File: config.mk
export PLATFORM = sky130hd
export DESIGN_NAME = aligned_stack_allocator_core
export DESIGN_NICKNAME = d
export VERILOG_FILES = /design/src/design/asa_pkg.sv /design/src/design/aligned_stack_allocator_core.sv /design/src/design/asa_front.sv /design/src/design/asa_back.sv
export SDC_FILE = /design/constraint.sdc
export NUM_CORES = 2
export LEC_CHECK = 0
export ABC_CLOCK_PERIOD_IN_PS = 18200
export BUFFER_PORTS_ARGS = -buffer_cell sky130_fd_sc_hd__clkbuf_2
export CAP_MARGIN = 20
export CORE_UTILIZATION = 60
export CTS_CLUSTER_DIAMETER = 50
export CTS_CLUSTER_SIZE = 8
export DETAILED_ROUTE_END_ITERATION = 12
export GPL_TIMING_DRIVEN = 0
export PLACE_DENSITY = 0.78
export SLEW_MARGIN = 20
export SYNTH_ARGS = -nofsm -noshare
export SYNTH_HDL_FRONTEND = slang
export SYNTH_SLANG_ARGS = --single-unit
File: constraint.sdc
create_clock -name clk -period 18.2 [get_ports clk]
set_input_delay 2.73 -clock clk [delete_from_list [all_inputs] [get_ports clk]]
set_output_delay 2.73 -clock clk [all_outputs]
set_load 0.005 [all_outputs]
File: src/design/asa_pkg.sv
// ----------------------------------------------------------------------------
// Aligned stack allocator package
// Shared command codes, status codes, register indexes and the types that
// pass between the front and back parts of the allocator.
// ----------------------------------------------------------------------------
package asa_pkg;

  localparam logic OP_ALLOC = 1'b0;
  localparam logic OP_FREE  = 1'b1;

  localparam logic [2:0] ST_OK        = 3'd0;
  localparam logic [2:0] ST_NO_SPACE  = 3'd1;
  localparam logic [2:0] ST_ZERO_SIZE = 3'd2;
  localparam logic [2:0] ST_EMPTY     = 3'd3;
  localparam logic [2:0] ST_FULL      = 3'd4;

  localparam int CFG_IDX_W = 1;
  localparam logic [CFG_IDX_W-1:0] CFG_BASE_ADDRESS = 1'b0;
  localparam logic [CFG_IDX_W-1:0] CFG_REGION_SIZE  = 1'b1;

  typedef struct packed {
    logic        is_free;
    logic        zero_size;
    logic [31:0] alloc_size;
    logic [2:0]  align_log2;
    logic [31:0] free_address;
  } cmd_t;

  typedef struct packed {
    logic valid;
    cmd_t cmd;
  } queue_head_t;

endpackage

File: src/design/aligned_stack_allocator_core.sv
// Each item is popped from the front queue when idle, evaluated, then committed to the output.
// A new item is taken only after the last has passed through the pop, evaluate and commit sequence
// of the back end, whose evaluate step also performs the registered stack read.
// The two-entry front queue keeps accepting, until it is full, while a result waits on the output.
// Reset (synchronous, active low) clears the queue, the top offset, the live count
// and both configuration registers; the adjustment stack needs no clearing.
// ----------------------------------------------------------------------------
// Aligned stack allocator core
// LIFO bump allocator that grants aligned blocks with a header gap and rolls
// the top back on free, using a front queue and a back-end executor.
// ----------------------------------------------------------------------------
module aligned_stack_allocator_core import asa_pkg::*; #(
  parameter int MAX_LIVE     = 64,
  parameter int HEADER_BYTES = 1,
  parameter int ADDR_BITS    = 32
) (
  input  logic                 clk,
  input  logic                 rst_n,
  input  logic                 cfg_wr_en,
  input  logic [CFG_IDX_W-1:0] cfg_index,
  input  logic [31:0]          cfg_wr_data,
  input  logic                 in_valid,
  output logic                 in_stall,
  input  logic                 in_opcode,
  input  logic [31:0]          in_alloc_size,
  input  logic [2:0]           in_align_log2,
  input  logic [31:0]          in_free_address,
  output logic                 out_valid,
  input  logic                 out_stall,
  output logic [31:0]          out_address,
  output logic [2:0]           out_status,
  output logic [31:0]          out_used_bytes,
  output logic [6:0]           out_live_count
);

  queue_head_t head;
  logic        pop;

  asa_front u_front (
    .clk             (clk),
    .rst_n           (rst_n),
    .in_valid        (in_valid),
    .in_stall        (in_stall),
    .in_opcode       (in_opcode),
    .in_alloc_size   (in_alloc_size),
    .in_align_log2   (in_align_log2),
    .in_free_address (in_free_address),
    .head            (head),
    .pop             (pop)
  );

  asa_back #(
    .MAX_LIVE     (MAX_LIVE),
    .HEADER_BYTES (HEADER_BYTES),
    .ADDR_BITS    (ADDR_BITS)
  ) u_back (
    .clk            (clk),
    .rst_n          (rst_n),
    .cfg_wr_en      (cfg_wr_en),
    .cfg_index      (cfg_index),
    .cfg_wr_data    (cfg_wr_data),
    .head           (head),
    .pop            (pop),
    .out_valid      (out_valid),
    .out_stall      (out_stall),
    .out_address    (out_address),
    .out_status     (out_status),
    .out_used_bytes (out_used_bytes),
    .out_live_count (out_live_count)
  );

endmodule

File: src/design/asa_front.sv
// ----------------------------------------------------------------------------
// Allocator front end
// Accepts items, classifies them into commands and holds them in a
// two-entry queue for the back end.
// ----------------------------------------------------------------------------
module asa_front import asa_pkg::*; (
  input  logic        clk,
  input  logic        rst_n,
  input  logic        in_valid,
  output logic        in_stall,
  input  logic        in_opcode,
  input  logic [31:0] in_alloc_size,
  input  logic [2:0]  in_align_log2,
  input  logic [31:0] in_free_address,
  output queue_head_t head,
  input  logic        pop
);

  cmd_t       q_mem_r [2];
  logic       wr_ptr_r;
  logic       rd_ptr_r;
  logic [1:0] q_count_r;
  logic [1:0] q_count_nxt;
  logic       push;
  cmd_t       cmd_in;

  always_comb begin
    cmd_in.is_free      = (in_opcode == OP_FREE);
    cmd_in.zero_size    = (in_alloc_size == 32'd0);
    cmd_in.alloc_size   = in_alloc_size;
    cmd_in.align_log2   = in_align_log2;
    cmd_in.free_address = in_free_address;
  end

  assign in_stall = (q_count_r == 2'd2);
  assign push     = in_valid && !in_stall;

  assign head.valid = (q_count_r != 2'd0);
  assign head.cmd   = q_mem_r[rd_ptr_r];

  always_comb begin
    q_count_nxt = q_count_r;
    if (push && !pop) begin
      q_count_nxt = q_count_r + 2'd1;
    end else if (pop && !push) begin
      q_count_nxt = q_count_r - 2'd1;
    end
  end

  always_ff @(posedge clk) begin
    if (!rst_n) begin
      wr_ptr_r  <= 1'b0;
      rd_ptr_r  <= 1'b0;
      q_count_r <= 2'd0;
    end else begin
      q_count_r <= q_count_nxt;
      if (push) begin
        wr_ptr_r <= !wr_ptr_r;
      end
      if (pop) begin
        rd_ptr_r <= !rd_ptr_r;
      end
    end
  end

  always_ff @(posedge clk) begin
    if (push) begin
      q_mem_r[wr_ptr_r] <= cmd_in;
    end
  end

  a_pop_when_filled: assert property (@(posedge clk) disable iff (!rst_n)
    pop |-> (q_count_r != 2'd0))
    else $error("Queue popped while empty.");

endmodule

File: src/design/asa_back.sv
// ----------------------------------------------------------------------------
// Allocator back end
// Executes queued commands against the top offset, the live count and the
// adjustment stack, and holds the result in an output register.
// ----------------------------------------------------------------------------
module asa_back import asa_pkg::*; #(
  parameter int MAX_LIVE     = 64,
  parameter int HEADER_BYTES = 1,
  parameter int ADDR_BITS    = 32
) (
  input  logic                 clk,
  input  logic                 rst_n,
  input  logic                 cfg_wr_en,
  input  logic [CFG_IDX_W-1:0] cfg_index,
  input  logic [31:0]          cfg_wr_data,
  input  queue_head_t          head,
  output logic                 pop,
  output logic                 out_valid,
  input  logic                 out_stall,
  output logic [31:0]          out_address,
  output logic [2:0]           out_status,
  output logic [31:0]          out_used_bytes,
  output logic [6:0]           out_live_count
);

  localparam int IW = (MAX_LIVE > 1) ? $clog2(MAX_LIVE) : 1;
  localparam int LW = $clog2(MAX_LIVE + 1);
  localparam int CW = (ADDR_BITS > 32) ? ADDR_BITS : 32;
  localparam logic [8:0] HDR = 9'(HEADER_BYTES);

  localparam logic [1:0] S_IDLE   = 2'd0;
  localparam logic [1:0] S_EVAL   = 2'd1;
  localparam logic [1:0] S_COMMIT = 2'd2;

  logic [1:0]           state_r;
  logic [1:0]           state_nxt;
  logic [31:0]          base_r;
  logic [31:0]          region_r;
  logic [31:0]          top_r;
  logic [31:0]          top_nxt;
  logic [LW-1:0]        live_r;
  logic [LW-1:0]        live_nxt;
  cmd_t                 cmd_r;
  logic [ADDR_BITS-1:0] cur_r;
  logic [7:0]           adj_r;
  logic [7:0]           pop_adj_r;
  logic [7:0]           stack_mem [MAX_LIVE];

  logic                 out_valid_r;
  logic [31:0]          out_address_r;
  logic [2:0]           out_status_r;
  logic [31:0]          out_used_bytes_r;
  logic [6:0]           out_live_count_r;

  logic [ADDR_BITS-1:0] cur_sum;
  logic [6:0]           align_mask;
  logic [6:0]           gap_lo;
  logic [8:0]           steps;
  logic [7:0]           adj_calc;
  logic [33:0]          need;
  logic                 fits;
  logic [ADDR_BITS-1:0] grant_addr;
  logic [ADDR_BITS-1:0] target;
  logic                 roll_ok;
  logic                 stack_full;
  logic                 stack_empty;
  logic                 out_free;
  logic                 commit;
  logic                 push;
  logic [2:0]           res_status;
  logic [31:0]          res_address;

  assign cur_sum    = ADDR_BITS'(base_r) + ADDR_BITS'(top_r);
  assign align_mask = 7'((8'd1 << cmd_r.align_log2) - 8'd1);
  assign gap_lo     = (7'd0 - cur_sum[6:0]) & align_mask;

  always_comb begin
    steps    = 9'd0;
    adj_calc = 8'(gap_lo);
    if (9'(gap_lo) < HDR) begin
      steps    = (HDR - 9'(gap_lo) + 9'(align_mask)) >> cmd_r.align_log2;
      adj_calc = 8'(9'(gap_lo) + (steps << cmd_r.align_log2));
    end
  end

  assign need        = 34'(top_r) + 34'(adj_r) + 34'(cmd_r.alloc_size);
  assign fits        = (need <= 34'(region_r));
  assign grant_addr  = cur_r + ADDR_BITS'(adj_r);
  assign target      = ADDR_BITS'(cmd_r.free_address) - ADDR_BITS'(base_r)
                       - ADDR_BITS'(pop_adj_r);
  assign roll_ok     = (CW'(target) <= CW'(top_r));
  assign stack_full  = (live_r >= LW'(MAX_LIVE));
  assign stack_empty = (live_r == '0);
  assign out_free    = !out_valid_r || !out_stall;
  assign commit      = (state_r == S_COMMIT) && out_free;
  assign pop         = (state_r == S_IDLE) && head.valid;

  always_comb begin
    res_status  = ST_OK;
    res_address = 32'd0;
    top_nxt     = top_r;
    live_nxt    = live_r;
    push        = 1'b0;
    if (!cmd_r.is_free) begin
      if (cmd_r.zero_size) begin
        res_status = ST_ZERO_SIZE;
      end else if (stack_full) begin
        res_status = ST_FULL;
      end else if (!fits) begin
        res_status = ST_NO_SPACE;
      end else begin
        push        = 1'b1;
        top_nxt     = need[31:0];
        live_nxt    = live_r + LW'(1);
        res_address = 32'(grant_addr);
      end
    end else begin
      if (stack_empty) begin
        res_status = ST_EMPTY;
      end else begin
        live_nxt = live_r - LW'(1);
        if (roll_ok) begin
          top_nxt = 32'(target);
        end
      end
    end
  end

  always_comb begin
    state_nxt = state_r;
    unique case (state_r)
      S_IDLE: begin
        if (head.valid) begin
          state_nxt = S_EVAL;
        end
      end
      S_EVAL: begin
        state_nxt = S_COMMIT;
      end
      S_COMMIT: begin
        if (out_free) begin
          state_nxt = S_IDLE;
        end
      end
      default: begin
        state_nxt = S_IDLE;
      end
    endcase
  end

  always_ff @(posedge clk) begin
    if (!rst_n) begin
      state_r     <= S_IDLE;
      base_r      <= 32'd0;
      region_r    <= 32'd0;
      top_r       <= 32'd0;
      live_r      <= '0;
      out_valid_r <= 1'b0;
    end else begin
      state_r <= state_nxt;
      if (cfg_wr_en) begin
        case (cfg_index)
          CFG_BASE_ADDRESS: base_r   <= cfg_wr_data;
          CFG_REGION_SIZE:  region_r <= cfg_wr_data;
          default: ;
        endcase
      end
      if (commit) begin
        top_r       <= top_nxt;
        live_r      <= live_nxt;
        out_valid_r <= 1'b1;
      end else if (!out_stall) begin
        out_valid_r <= 1'b0;
      end
    end
  end

  always_ff @(posedge clk) begin
    if (pop) begin
      cmd_r <= head.cmd;
    end
    if (state_r == S_EVAL) begin
      cur_r     <= cur_sum;
      adj_r     <= adj_calc;
      pop_adj_r <= stack_mem[IW'(live_r - LW'(1))];
    end
    if (commit && push) begin
      stack_mem[IW'(live_r)] <= adj_r;
    end
    if (commit) begin
      out_address_r    <= res_address;
      out_status_r     <= res_status;
      out_used_bytes_r <= top_nxt;
      out_live_count_r <= 7'(live_nxt);
    end
  end

  assign out_valid      = out_valid_r;
  assign out_address    = out_address_r;
  assign out_status     = out_status_r;
  assign out_used_bytes = out_used_bytes_r;
  assign out_live_count = out_live_count_r;

  a_live_bound: assert property (@(posedge clk) disable iff (!rst_n)
    live_r <= LW'(MAX_LIVE))
    else $error("Live count exceeds the stack depth.");

  a_result_from_commit: assert property (@(posedge clk) disable iff (!rst_n)
    $rose(out_valid_r) |-> ($past(state_r) == S_COMMIT))
    else $error("Result appeared without a commit.");

  a_eval_after_idle: assert property (@(posedge clk) disable iff (!rst_n)
    (state_r == S_EVAL) |-> ($past(state_r) == S_IDLE))
    else $error("Evaluation started without a queue pop.");

  a_push_counts: assert property (@(posedge clk) disable iff (!rst_n)
    (commit && push) |=> (live_r == $past(live_r) + LW'(1)))
    else $error("Granted allocation did not raise the live count.");

endmodule

==> qor.csv <==
stage,metric,value,unit
status,outcome,"complete, no violations",
worst_setup_path,reg2regPathDepth,33,
worst_setup_path,max_stage_delay,1.03,ns
sta,hold_viol,0,
power_and_ir_drop,cellInternalPower,5.40,mW
finish,final_nets,3968,
worst_setup_path,regToRegEndpoint,u_back.stack_mem[48][1]$_DFFE_PP_,
finish,area_growth,15.6,%
clock_tree,cts.sinks,951,
power_and_ir_drop,p_sw,2.97,mW
grt,grt_max_degree,50,
logic_synthesis,netlist.area_leader.share,0.559,
worst_setup_path,cp_slowest_cell,a2111oi_1,
sta,post-route-period-util,0.614,
sta,grt_setup_unrepaired,false,
logic_synthesis,synthFlopType,edfxtp_1,
drt,drtIter0Drc,4082,
worst_setup_path,worstPathArrival,11.59,ns
min_path,hp-class,register to register,
worst_setup_path,reg2reg_slack,7.03,ns
floorplanning,die_w,276,um
clock_tree,ctsHtreeMaxLevel,4,
min_path,hold_start,u_back.region_r[2]$_SDFFE_PN0P_,
power_and_ir_drop,share_comb_of_total_power,0.356,
worst_setup_path,startpoint_type,register,
logic_synthesis,synth.area.top_cells,"edfxtp_1 56%, mux4_2 8.0%, ha_1 6.1%",
clock_tree,root_buffer,clkbuf_16,
power_and_ir_drop,finalPower,8.37,mW
min_path,whs_endpoint,u_back.region_r[2]$_SDFFE_PN0P_,
power_and_ir_drop,netSwitchingFraction,0.355,
worst_setup_path,cp_common_cell,a21oi_1,
sta,period_minus_slack,11.17,ns
finish,mostFrequentLayoutCells,"841 x edfxtp_1, 226 x nand2_1, 220 x ha_1, 206 x inv_1, 198 x a21oi_1",
drt,dr_total_vias,30600,
place,place.gp.congestion,1.01,
grt,grt.total_usage,0.341,
floorplanning,rows,100,
finish,final_common_cell,edfxtp_1,
logic_synthesis,ys_warn_count,0,
worst_setup_path,r2r-start,u_back.adj_r[2]$_DFFE_PN_,
power_and_ir_drop,seqPwrFrac,0.349,
clock_tree,clock_latency,0.74,ns
floorplanning,start_util,0.607,
sta,finalClockSkew,0.0401,ns
grt,grt_pass1_vias,29800,
clock_tree,cts_tree,done,
clock_tree,numCtsBuffers,143,
sta,tns,0,ns
logic_synthesis,synth_area_leader_cell,edfxtp_1,
grt,grt_pass1_wl,190,mm
clock_tree,cts_resized,0,
place,portBuffers,180,
power_and_ir_drop,power_density,160,nW/um^2
flow_run,maxCapViolations,0,
sta,fmax,0.0895,GHz
sta,hold_ws,0.452,ns
floorplanning,die_area,76400,um^2
grt,overflow,0,
worst_setup_path,crit_start,u_back.adj_r[2]$_DFFE_PN_,
power_and_ir_drop,pwr-share-clk,0.296,
logic_synthesis,synth_enable_flop_cells,841,
place,dpl.hpwl,90.3,mm
finish,ff_latch_area,27500,um^2
logic_synthesis,ys_types,88,
logic_synthesis,ys_seq_area_frac,0.608,
logic_synthesis,async_flop_share,0,
drt,wire_per_inst,27.8,um
clock_tree,cts_setup_buffers,0,
logic_synthesis,syn_inst,3263,
logic_synthesis,syn_area,45200,um^2
place,dp.cells,4453,
floorplanning,io_pins,182,
logic_synthesis,avgSynthCellArea,13.8,um^2
power_and_ir_drop,vdd_drop_max,146,uV
finish,nFillCells,4801,
floorplanning,dieHeight,276,um
finish,multi_input_area,16500,um^2
grt,antenna_found_initial,9,
drt,drcViolationCount,0,
drt,detail-route-antenna-nets,0,
logic_synthesis,ys_seq_elements,951,
power_and_ir_drop,leakagePower,18.7,nW
floorplanning,fp.coreArea,74400,um^2
drt,viasPerCell,6.55,
drt,drt-total-wl,130,mm
worst_setup_path,path_max_fanout,10,
clock_tree,cts_hold_buf,0,
finish,drive_gt1_frac,0.187,
clock_tree,clockBufferDepth,3,
sta,tightest_slew,1.12,ns
min_path,hold_depth,2,
drt,first_pass_iters,8,
worst_setup_path,critical_path_required,18.62,ns
sta,setup_viol,0,
worst_setup_path,crit_type,register to register,
sta,relSlewSlack,0.254,
logic_synthesis,syn-num-nets,3602,
finish,layout.cells.non_filler,4673,
clock_tree,path_clk_slew,0.05,ns
worst_setup_path,cp-end-kind,register,
sta,final_max_slew_viol_count,0,
[flip-flops by register name, indices dropped and copies added, names as in the netlist, 2 cells and up]
name,flops
u_back.stack_mem,512
u_front.q_mem_r,138
u_back.cmd_r,69
u_back.base_r,32
u_back.cur_r,32
u_back.out_address,32
u_back.out_used_bytes,32
u_back.region_r,32
u_back.top_r,32
u_back.adj_r,8
u_back.pop_adj_r,8
u_back.live_r,7
u_back.out_live_count,7
u_back.out_status,3
u_back.state_r,2
u_front.q_count_r,2
[kinds of logic (layout without fill, tap and decap cells)]
family / Yosys count / in the layout / synth area share
mux: 260 / 260 / 0.104
fa+ha+maj: 233 / 233 / 0.0667
compound gates: 579 / 579 / 0.0819
xor+xnor: 175 / 175 / 0.0339
other cells: 0 / 2 / 0
simple gates: 724 / 724 / 0.0763
buf+inv: 341 / 780 / 0.0292
flops: 951 / 951 / 0.608
[worst max-delay path, delay by kind of cell, from the launching register on]
family	cells	cell delay [ns]
AO/OA/AOI/OAI	18	5.21
AND/OR/NAND/NOR	7	2.01
buffers and inverters	4	1.64
adder cells (fa/ha/maj)	3	1.12
flip-flops	1	0.63
XOR/XNOR	1	0.20
[synth_stat cells, types with 16 or more instances]
master,n
mux2_2,69
nor2b_1,25
ha_1,220
mux2i_1,31
a21oi_1,198
a211oi_1,35
nor2_1,185
xor2_1,66
mux4_2,160
o21bai_1,16
nand3_1,55
nand2_1,226
clkbuf_1,87
and3_1,21
o22ai_1,34
buf_2,16
a21o_1,51
o21ai_0,75
a31oi_1,32
o21a_1,42
nor3_1,67
buf_1,25
nand4_1,44
nand2b_1,16
nor4_1,19
xnor2_1,109
edfxtp_1,841
inv_1,206
dfxtp_1,110
[final cells by class]
cell class / instances / share of cell area
antenna: 2 / 0.0000959
clock inverter: 24 / 0.00681
inverter: 210 / 0.0151
timing repair buffer: 221 / 0.0291
tap: 969 / 0.0232
multi-input combinational: 1971 / 0.315
clock buffer: 194 / 0.0741
sequential: 951 / 0.526
buffer: 131 / 0.0103
[metrics by stage]
step | worst slack (ns) | util | instance area [um^2]
finish | 7.03 | 0.701 | 52200
detailed placement | 7.75 | 0.644 | 48000
floorplan | 10.20 | - | 45200
global placement | 5.62 | 0.635 | 47300
global route | 6.88 | 0.701 | 52200
CTS | 7.64 | 0.701 | 52200
[worst max-delay path by stage]
stage | end | slack (ns) | cells past startpoint
after global routing | u_back.stack_mem[48][4]$_DFFE_PP_ | 6.88 | 33
after global placement | u_back.stack_mem[8][4]$_DFFE_PP_ | 5.62 | 29
after CTS | u_back.stack_mem[48][4]$_DFFE_PP_ | 7.64 | 33
final | u_back.stack_mem[48][1]$_DFFE_PP_ | 7.03 | 33
after detailed placement | u_back.stack_mem[48][1]$_DFFE_PP_ | 7.75 | 33
after floorplan | u_back.stack_mem[8][0]$_DFFE_PP_ | 10.20 | 31
[power by group through the flow]
stage | registers (mW) | logic [mW] | clock network, mW
6_report | 2.92 | 2.98 | 2.47
5_1_grt | 2.93 | 3.21 | 2.57
4_1_cts | 2.92 | 2.89 | 2.49
3_5_place_dp | 2.95 | 2.84 | 0
3_3_place_gp | 3.11 | 2.57 | 0
2_1_floorplan | 2.97 | 1.86 | 0
[routing by layer]
metal  vias up  GRT usage  wire (um)
met3       391     0.0932      15600
met1     15000      0.469      50100
met5         -          0         40
li1      13200          -          -
met2      2089      0.515      58700
met4         8      0.142       5600
Power figures use the tool's default switching activity.
